--- src/rtl/assert_macros.svh ---
// Assertion macros shared by the RTL modules of the Sobol point generator.
`ifndef ASSERT_MACROS_SVH
`define ASSERT_MACROS_SVH

// Same-cycle implication, checked at every rising edge outside reset.
`define SPG_ASSERT_NOW(label, clk, rst_n, ante, cons) \
    label: assert property (@(posedge clk) disable iff (!rst_n) (ante) |-> (cons)) \
        else $error("spg assertion failed");

// Next-cycle implication, checked at every rising edge outside reset.
`define SPG_ASSERT_NEXT(label, clk, rst_n, ante, cons) \
    label: assert property (@(posedge clk) disable iff (!rst_n) (ante) |=> (cons)) \
        else $error("spg assertion failed");

`endif

--- src/rtl/spg_ram.sv ---
// Generic single-port-write, single-port-read RAM with a registered read.
`default_nettype none

module spg_ram #(
    parameter int WIDTH  = 32,
    parameter int DEPTH  = 16,
    parameter int ADDR_W = (DEPTH > 1) ? $clog2(DEPTH) : 1
) (
    input  wire logic              i_clk,
    input  wire logic              i_we,
    input  wire logic [ADDR_W-1:0] i_waddr,
    input  wire logic [WIDTH-1:0]  i_wdata,
    input  wire logic [ADDR_W-1:0] i_raddr,
    output logic      [WIDTH-1:0]  o_rdata
);

    logic [WIDTH-1:0] r_mem [DEPTH];
    logic [WIDTH-1:0] r_rdata;

    always_ff @(posedge i_clk) begin
        if (i_we) begin
            r_mem[i_waddr] <= i_wdata;
        end
        r_rdata <= r_mem[i_raddr];
    end

    assign o_rdata = r_rdata;

endmodule

`default_nettype wire

--- config.mk ---
export PLATFORM = sky130hd
export DESIGN_NAME = spg_ram
export DESIGN_NICKNAME = d
export VERILOG_FILES = /design/src/rtl/assert_macros.svh /design/src/rtl/spg_ram.sv
export SDC_FILE = /design/constraint.sdc
export NUM_CORES = 1
export LEC_CHECK = 0
export BUFFER_PORTS_ARGS = -buffer_cell sky130_fd_sc_hd__buf_2
export CORE_UTILIZATION = 30
export CTS_CLUSTER_SIZE = 10
export DETAILED_ROUTE_END_ITERATION = 6
export PLACE_DENSITY = 0.52
export SYNTH_ARGS = -nofsm -noshare
export SYNTH_HDL_FRONTEND = slang
export SYNTH_SLANG_ARGS = --single-unit
--- constraint.sdc ---
create_clock -name i_clk -period 5.6 [get_ports i_clk]
set_clock_uncertainty 0.2 [all_clocks]
set_input_delay 1.12 -clock i_clk [delete_from_list [all_inputs] [get_ports i_clk]]
set_output_delay 1.12 -clock i_clk [all_outputs]
set_load 0.05 [all_outputs]
==> results.py <==
metrics = {
    "timing": {
        "worst_pin_slew_ns": 1.15,
        "finalSetupTns_ns": 0,
        "setup_viol": 0,
        "maxSlewHeadroom": 0.235,
        "finalHoldViolCount": 0,
        "finalMaxSlewViolations": 0,
        "post-route-period-util": 0.527,
        "rsz0062_at_grt": "no",
        "max_freq_ghz": 0.339,
        "period_needed_ns": 2.95,
    },
    "grt": {
        "grtUsageTotal": 0.136,
        "grt-ovfl-total": 0,
        "grt_pass1_wl_um": 65700,
        "grt_max_degree": 89,
        "antenna_found_initial": 6,
        "grt_pass1_vias": 9519,
    },
    "detailed_routing": {
        "totalWireLength_um": 45100,
        "avgViaCountPerCell": 4.82,
        "vias": 8988,
        "first_pass_iters": 5,
        "drt_iter0_markers": 733,
        "wl_per_cell_um": 24.2,
        "ant_nets": 0,
        "drcViolationCount": 0,
    },
    "logic_synthesis": {
        "ys_warn_count": 0,
        "synth_ff_type": "edfxtp_1",
        "netlist_instances": 838,
        "syn_area_sq_um": 19900,
        "synth_top_area_frac": 0.774,
        "ys_seq_elements": 544,
        "seq_area_frac_synth": 0.807,
        "synth.most_common_cell": "edfxtp_1",
        "postSynthAreaPerCell_sq_um": 23.7,
        "postSynth.asyncResetShare": 0,
        "synth_edf_count": 512,
        "synth_cell_types": 18,
        "synth_area_leaders": "edfxtp_1, mux4_2, dfxtp_1",
        "syn-num-nets": 880,
        "synth_common_cells": "edfxtp_1, mux4_2, a22oi_1",
        "synth_top_area_cell": "edfxtp_1",
    },
    "clocking": {
        "cts_setup_buffers": 0,
        "clkTransAtPathRegs_ns": 0.05,
        "clock-sinks": 544,
        "cts_tree": "built",
        "numCtsBuffers": 61,
        "htree_num_levels": 2,
        "cts-hold-fix-buffers": 0,
        "cts_max_path_buffers": 3,
        "cts_resized": 0,
        "cts-root-buf": "clkbuf_16",
        "clkLatencyLatePin_ns": 0.61,
    },
    "floorplan": {
        "dieArea_sq_um": 67200,
        "die_x_um": 259,
        "core_sq_um": 64900,
        "ioPinCount": 74,
        "dieHeight_um": 259,
        "num_rows": 93,
        "start_util": 0.306,
    },
    "power_and_ir_drop": {
        "power_density_nw_per_um2": 373,
        "p_leak_nw": 7.33,
        "irDropWorstVdd_mv": 0.227,
        "power_w": 0.00867,
    },
    "min_path": {
        "hold_class": "reg2reg",
        "hold_depth": 3,
    },
    "critical_path": {
        "rr_worst_depth": 3,
        "critPathCaptureType": "flip-flop",
        "critPathMaxFanout": 64,
        "path_class": "in2reg",
        "crit_arrival_ns": 3.23,
        "cp-start-kind": "input pin",
        "worstPathRequired_ns": 5.88,
    },
    "finish": {
        "fillers": 5942,
        "drive_gt1_frac": 0.313,
        "regArea_sq_um": 16000,
        "nets": 1001,
        "multi_input_area_sq_um": 3750,
        "area_delta_synth_final_pct": 17.0,
        "utilization": 0.358,
    },
    "place": {
        "portBuffers": 73,
        "globalplace.congestion": 0.686,
        "post-dp-hpwl_um": 23500,
    },
    "run": {
        "cap_violations": 0,
    },
    "status": {
        "status": "finished clean",
    },
}
-- worst max-delay path, cell delays in order --
cell	delay (ns)
clkbuf_8	0.63
buf_4	0.56
mux4_2	0.57
a22oi_1	0.20
nand2_1	0.07
-- layout make-up --
type                    instances  area share
diodes                          1    0.000108
clock buffers                 111      0.0755
clock inverters                 2     0.00108
multi-input cells             251       0.161
flip-flops and latches        544       0.689
well taps                     855      0.0460
repair buffers                101      0.0267
-- placed cells by master (no fill, tap or decap) --
| cell type | netlist | final |
|---|---|---|
| edfxtp_1 | 512 | 512 |
| mux4_2 | 128 | 128 |
| buf_2 | 4 | 71 |
| a22oi_1 | 64 | 64 |
| clkbuf_16 | 0 | 62 |
| clkbuf_1 | 17 | 47 |
| nand2_1 | 33 | 33 |
| dfxtp_1 | 32 | 32 |
| buf_4 | 11 | 25 |
| nor2_4 | 0 | 13 |
| nor3_2 | 0 | 4 |
| clkbuf_8 | 0 | 3 |
| nor2b_4 | 0 | 2 |
| nand3b_1 | 2 | 2 |
| nand2b_1 | 2 | 2 |
| buf_6 | 2 | 2 |
| buf_12 | 0 | 2 |
| diode_2 | 0 | 1 |
| and2_2 | 0 | 1 |
| nand3_1 | 1 | 1 |
| or3b_2 | 1 | 1 |
| clkinv_8 | 0 | 1 |
| clkinv_4 | 0 | 1 |
-- final timing paths --
check / from / to / slack (ns)
min reg2reg: r_mem[12][7] / o_rdata[7] / 0.47
max reg2reg: r_mem[1][20] / o_rdata[20] / 4.03
min: r_mem[12][7] / o_rdata[7] / 0.47
max: i_raddr[0] / o_rdata[21] / 2.65
-- metal layers --
layer	up-vias	part of all wire	routed length [um]	track usage
met1	4832	0.47	21400	0.200
met5	-	0.0012	52	0
met3	75	0.051	2320	0.0237
met2	246	0.45	20400	0.204
met4	8	0.021	928	0.0420
li1	3827	-	-	-
-- through the flow --
stage	cells	setup slack [ns]	instance area (sq um)	hold slack [ns]
floorplan	838	1.10	19900	0.435
CTS	1864	2.60	23200	0.469
global placement	1750	1.86	21400	0.451
global route	1864	2.42	23200	0.487
finish	1865	2.65	23200	0.466
detailed placement	1751	1.96	21500	0.458
-- registers in the layout, indices dropped and copies added (netlist names) --
signal,count
o_rdata,32
r_mem,512
-- cell families (layout without fill, tap and decap cells) --
group                  count (synthesis)  count (layout)  synth area share
DFF                                  544             544             0.807
muxes                                128             128             0.145
AOI/OAI and AO/OA                     64              64            0.0242
and+or+nand+nor                       59              59            0.0127
buffers and inverters                 43             214            0.0112
other                                  0               1                 0
-- report_power, final --
group	internal [W]	leakage, nW	switching (W)	total [W]
sequential	0.00455	4.89	0.0000278	0.00458
clock	0.00209	0.845	0.00151	0.00360
combinational	0.000163	1.59	0.000325	0.000488
total	0.00680	7.33	0.00186	0.00867
No activity file was read; power rests on OpenSTA's default activity.
