### src/rtl/assert_macros.svh
// Assertion macros shared by the RTL modules of the Sobol point generator.
`ifndef ASSERT_MACROS_SVH
`define ASSERT_MACROS_SVH

// Same-cycle implication, checked at every rising edge outside reset.
`define SPG_ASSERT_NOW(label, clk, rst_n, ante, cons) \
    label: assert property (@(posedge clk) disable iff (!rst_n) (ante) |-> (cons)) \
        else $error("spg assertion failed");

// Next-cycle implication, checked at every rising edge outside reset.
`define SPG_ASSERT_NEXT(label, clk, rst_n, ante, cons) \
    label: assert property (@(posedge clk) disable iff (!rst_n) (ante) |=> (cons)) \
        else $error("spg assertion failed");

`endif

### src/rtl/spg_pkg.sv
// Package of types, constants and polynomial tables for the Sobol point generator.
`default_nettype none

package spg_pkg;

    localparam int DIR_BITS      = 32;
    localparam int ROW_W         = DIR_BITS * DIR_BITS;
    localparam int MAX_DIMENSION = 10;
    localparam int POLY_COUNT    = 9;
    localparam int MAX_DEGREE    = 5;
    localparam int COORD_W       = 4;
    localparam int DIM_W         = 4;
    localparam int BIT_W         = 5;

    localparam logic [2:0] POLY_DEGREE [POLY_COUNT] = '{
        3'd1, 3'd2, 3'd3, 3'd3, 3'd4, 3'd4, 3'd5, 3'd5, 3'd5
    };

    localparam logic [3:0] POLY_COEFF [POLY_COUNT] = '{
        4'd0, 4'd1, 4'd1, 4'd2, 4'd1, 4'd4, 4'd2, 4'd4, 4'd7
    };

    localparam logic [4:0] POLY_INIT [POLY_COUNT][MAX_DEGREE] = '{
        '{5'd1, 5'd0, 5'd0, 5'd0,  5'd0},
        '{5'd1, 5'd3, 5'd0, 5'd0,  5'd0},
        '{5'd1, 5'd3, 5'd1, 5'd0,  5'd0},
        '{5'd1, 5'd1, 5'd1, 5'd0,  5'd0},
        '{5'd1, 5'd3, 5'd5, 5'd13, 5'd0},
        '{5'd1, 5'd1, 5'd5, 5'd5,  5'd0},
        '{5'd1, 5'd3, 5'd3, 5'd9,  5'd7},
        '{5'd1, 5'd1, 5'd5, 5'd11, 5'd27},
        '{5'd1, 5'd1, 5'd7, 5'd13, 5'd3}
    };

    typedef enum logic {
        ST_FILL,
        ST_DONE
    } t_fill_state;

    typedef struct packed {
        logic               done;
        logic               we;
        logic [COORD_W-1:0] addr;
        logic [ROW_W-1:0]   data;
    } t_fill_wr;

endpackage

`default_nettype wire

### src/rtl/spg_dir_fill.sv
// Sequencer that builds the direction-word table row by row after reset.
`default_nettype none

`include "assert_macros.svh"

module spg_dir_fill #(
    parameter int MAX_DIMENSION = spg_pkg::MAX_DIMENSION
) (
    input  wire logic      i_clk,
    input  wire logic      i_rst_n,
    output spg_pkg::t_fill_wr o_fill
);

    localparam int DW = spg_pkg::DIR_BITS;
    localparam int RW = spg_pkg::ROW_W;
    localparam int CW = spg_pkg::COORD_W;
    localparam int BW = spg_pkg::BIT_W;

    spg_pkg::t_fill_state r_state;
    spg_pkg::t_fill_state n_state;
    logic [CW-1:0]        r_c;
    logic [CW-1:0]        n_c;
    logic [BW-1:0]        r_b;
    logic [BW-1:0]        n_b;
    logic [RW-1:0]        r_row;
    logic [RW-1:0]        n_row;

    logic                 use_vdc;
    logic [3:0]           pidx;
    logic [2:0]           s;
    logic [3:0]           coeff;
    logic [DW-1:0]        hist [spg_pkg::MAX_DEGREE];
    logic [DW-1:0]        word;
    logic                 row_end;
    logic                 we;

    always_comb begin
        use_vdc = (r_c == '0) || (r_c > CW'(spg_pkg::POLY_COUNT));
        pidx    = use_vdc ? 4'd0 : 4'(r_c - 1'b1);
        s       = spg_pkg::POLY_DEGREE[pidx];
        coeff   = spg_pkg::POLY_COEFF[pidx];
        for (int k = 0; k < spg_pkg::MAX_DEGREE; k++) begin
            hist[k] = r_row[RW-1-k*DW -: DW];
        end
    end

    always_comb begin
        logic [4:0]    m;
        logic [DW-1:0] rec;
        logic [2:0]    sh;
        m   = '0;
        rec = '0;
        sh  = '0;
        if (use_vdc) begin
            word = 32'h8000_0000 >> r_b;
        end else if (r_b < {2'b00, s}) begin
            m    = spg_pkg::POLY_INIT[pidx][r_b[2:0]];
            word = {27'd0, m} << (5'd31 - r_b);
        end else begin
            rec = hist[3'(s - 3'd1)];
            rec = rec ^ (rec >> s);
            for (int k = 1; k < spg_pkg::MAX_DEGREE; k++) begin
                sh = 3'(s - 3'(k) - 3'd1);
                if ((3'(k) < s) && coeff[sh[1:0]]) begin
                    rec = rec ^ hist[k-1];
                end
            end
            word = rec;
        end
    end

    always_comb begin
        n_state = r_state;
        n_c     = r_c;
        n_b     = r_b;
        n_row   = {word, r_row[RW-1:DW]};
        row_end = (r_b == BW'(DW - 1));
        we      = 1'b0;
        case (r_state)
            spg_pkg::ST_FILL: begin
                n_b = BW'(r_b + 1'b1);
                if (row_end) begin
                    we  = 1'b1;
                    n_c = CW'(r_c + 1'b1);
                    if (r_c == CW'(MAX_DIMENSION - 1)) begin
                        n_state = spg_pkg::ST_DONE;
                    end
                end
            end
            spg_pkg::ST_DONE: begin
                n_row = r_row;
            end
            default: begin
                n_state = spg_pkg::ST_FILL;
            end
        endcase
    end

    always_ff @(posedge i_clk) begin
        if (!i_rst_n) begin
            r_state <= spg_pkg::ST_FILL;
            r_c     <= '0;
            r_b     <= '0;
        end else begin
            r_state <= n_state;
            r_c     <= n_c;
            r_b     <= n_b;
        end
        r_row <= n_row;
    end

    assign o_fill.done = (r_state == spg_pkg::ST_DONE);
    assign o_fill.we   = we;
    assign o_fill.addr = r_c;
    assign o_fill.data = n_row;

    `SPG_ASSERT_NEXT(a_done_sticks, i_clk, i_rst_n,
        r_state == spg_pkg::ST_DONE, r_state == spg_pkg::ST_DONE)
    `SPG_ASSERT_NOW(a_write_row_end, i_clk, i_rst_n, we, r_b == BW'(DW - 1))
    `SPG_ASSERT_NOW(a_write_addr_range, i_clk, i_rst_n, we, r_c < CW'(MAX_DIMENSION))

endmodule

`default_nettype wire

### config.mk
export PLATFORM = sky130hd
export DESIGN_NAME = spg_dir_fill
export DESIGN_NICKNAME = d
export VERILOG_FILES = /design/src/rtl/spg_pkg.sv /design/src/rtl/spg_dir_fill.sv
export VERILOG_INCLUDE_DIRS = /design/src /design/src/rtl
export SDC_FILE = /design/constraint.sdc
export NUM_CORES = 1
export LEC_CHECK = 0
export ABC_AREA = 1
export BUFFER_PORTS_ARGS = -buffer_cell sky130_fd_sc_hd__buf_4
export CORE_AREA = 2 2 402 404
export DETAILED_ROUTE_END_ITERATION = 8
export DIE_AREA = 0 0 404 406
export GPL_TIMING_DRIVEN = 0
export MAX_ROUTING_LAYER = met4
export PLACE_DENSITY = 0.52
export SLEW_MARGIN = 10
export SYNTH_ARGS = -nofsm -noshare
export SYNTH_HDL_FRONTEND = slang
export SYNTH_SLANG_ARGS = --single-unit
### constraint.sdc
create_clock -name i_clk -period 9.05 [get_ports i_clk]
set_input_delay 0 -clock i_clk [delete_from_list [all_inputs] [get_ports i_clk]]
set_output_delay 0 -clock i_clk [all_outputs]
set_load 0.05 [all_outputs]
==> results.toml <==
[final_layout]
fin_util_pct = 33.65
final_nets = 6522
drive_above_1_share_pct = 19.56
syn_to_final_growth_pct = 36.01
fin_cells = 8685

[floorplan]
die_x_um = 404
coreArea_mm2 = 0.1596
die_y_um = 406
start_util_pct = 24.74
design.die.area_mm2 = 0.1640
io_pins = 1032
rows = 147

[routing]
wl_um = 218200
antenna_left = 0
dr.pass1.iters = 8
wire_per_inst_um = 25.13
drt-vias-per-instance = 4.697
vias = 40800
drc_errors = 0
first_iter_violations = 3880

[clocking]
cts_root_buf = "clkbuf_16"
cts_sinks = 1034
cts_tree = "built"
worstSkewPairLatency_ps = 750
cts_buffers = 114
cts_setup_buffers = 0
clk_pin_slew_ps = 60
cts_buffer_depth = 3
htreeDepth = 3

[placement]
placed_cells = 8470
dpl.hpwl_um = 178700
port-buffer-count = 1031
routabilityCongestion = 1.012

[setup_path]
crit_path_top_delay_cell = "o21ai_1"
path_common_cell = "nand2_1"
critPathCaptureType = "output pin"
worstReg2RegStart = "r_c[0]"
r2r-end = "r_row[1016]"
worstPathRequired_ps = 9050
path_max_fanout = 11
crit_path_start_kind = "flip-flop"
worstRegToRegCells = 31
slowest_delay_ps = 660
path_class = "reg -> out"
cp.arrival_ps = 8170
rrSetupSlack_ps = 1700

[grt]
grtUsageTotal_pct = 26.11
grt_pass1_wl_um = 296600
grt_max_degree = 19
overflow = 0
grt_pass1_vias = 38020
antenna_found_initial = 4

[timing]
finalHoldViolCount = 0
slew_headroom_pct = 18.09
rsz0062_at_grt = "false"
fin_skew_ps = 80.98
slew_viol_final = 0
setup_viol = 0
tightest_slew_ps = 1229
fin_crit_ps = 8172
finalSetupTns_ps = 0
max_freq_ghz = 0.1224
fin_crit_sh_pct = 90.30

[power]
pwr-share-clk_pct = 47.1
p_sw_share_pct = 25.60
p_switching_uw = 2580
power.density_mw_per_mm2 = 187.6
p_int_uw = 7500
p_comb_share_pct = 6.5
seqPwrFrac_pct = 46.4
p_leak_uw = 0.02244
peakVddDrop_v = 0.0001655

[synth]
syn-num-nets = 5374
synth_top_area_cell = "dfxtp_1"
postSynthCellCount = 5353
yosysTopAreaCellShare_pct = 52.41
yosysSeqAreaShare_pct = 52.41
syn_area_per_cell_um2 = 7.378
ys_top_cells_by_count = "1717 x nand2_1, 1034 x dfxtp_1, 1008 x o21ai_0"
synth_area_leaders = "dfxtp_1 52%, nand2_1 16%, o21ai_0 13%, inv_1 6.4%, nand3_1 2.7%"
syn_area_mm2 = 0.03949
synth_most_common_cell = "nand2_1"
ys.flop_type = "dfxtp_1"
yosysWarnings = 0
synth_seq_cells = 1034
synth_edf_count = 0
yosysUniqueCellTypes = 45
ys_async_sr_fraction_pct = 0

[hold_path]
hold_path.class = "in -> reg"
whs_path_depth = 4
min_to = "r_c[1]"
hold_path_startpoint = "i_rst_n"

[status]
outcome = "complete, no violations"

[run]
cap_viol_max_count = 0
-- stage by stage --
step	instance area [µm²]	power [µW]	setup WS [ps]	hold WS, ps
floorplan	39490	5159	3401	123.1
global placement	49840	5424	1776	300.6
detailed placement	49850	5427	1872	305.6
CTS	53700	10140	1056	47.16
global route	53710	10350	508.9	96.49
finish	53720	10080	878.0	115.0
-- state kept, by name (all words and copies together), names as in the netlist --
name     cells
r_row     1024
r_state      1
r_b          5
r_c          4
-- cell type report --
cell class / count / area, µm²
fillers: 17250 / 105900
repair buffers: 1032 / 7750
clock buffers: 178 / 3433
diodes: 5 / 12.51
flip-flops and latches: 1034 / 20700
clock inverters: 31 / 411.6
multi-input cells: 3336 / 15010
plain buffers: 299 / 1226
inverters: 684 / 2567
well taps: 2086 / 2610
-- worst max-delay path: cells and delay by family (launching register included) --
| kind | cells | cell delay [ps] |
|---|---|---|
| compound gates | 3 | 1090 |
| fa+ha+maj | 3 | 700 |
| buf+inv | 10 | 3210 |
| flops | 1 | 490 |
| simple gates | 16 | 1940 |
-- routing by layer --
metal,share of wire [%],global-route usage (%)
met2,48,43.31
met3,6.4,4.334
met4,4.2,9.531
met1,42,31.86
met5,0,-
-- power by group through the flow --
stage / Sequential [µW] / Combinational [µW] / Clock, µW
after floorplan: 4760 / 400 / 0
after global placement: 4780 / 647 / 0
after detailed placement: 4780 / 648 / 0
after CTS: 4680 / 651 / 4820
after global routing: 4680 / 673 / 4990
final: 4680 / 653 / 4750
-- worst max-delay path by stage --
stage	from	endpoint	slack [ps]
after floorplan	r_c[0]	r_row[1016]	3400
final	r_c[0]	o_fill[1016]	880
after CTS	r_c[0]	o_fill[1016]	1060
after global routing	r_c[0]	o_fill[1016]	510
after global placement	r_c[0]	o_fill[1016]	1780
after detailed placement	r_c[0]	o_fill[1016]	1870
-- cells in the final DEF (no fill, tap or decap), types with 18 or more instances in the layout --
cell,count
clkbuf_1,280
ha_1,19
nor2_1,134
o21ai_1,23
a21oi_1,55
buf_2,18
xnor2_1,28
inv_1,670
xor2_1,27
clkbuf_16,114
nand3_1,212
buf_4,1041
nand4_1,31
nand2_1,1717
dfxtp_1,1034
clkbuf_8,34
o21ai_0,1008
-- logic make-up after synthesis --
| kind of cell | share of synthesized area (%) |
|---|---|
| flops | 52.41 |
| simple gates | 21.80 |
| compound gates | 14.35 |
| fa+ha+maj | 0.6019 |
| xor+xnor | 1.220 |
| buf+inv | 9.590 |
| mux | 0.02535 |
-- repair_timing --
item	4_1_cts	5_1_grt
gates resized for setup	0	0
hold endpoints to repair	10	0
hold buffers	1	0
No activity file was read; power rests on OpenSTA's default activity.
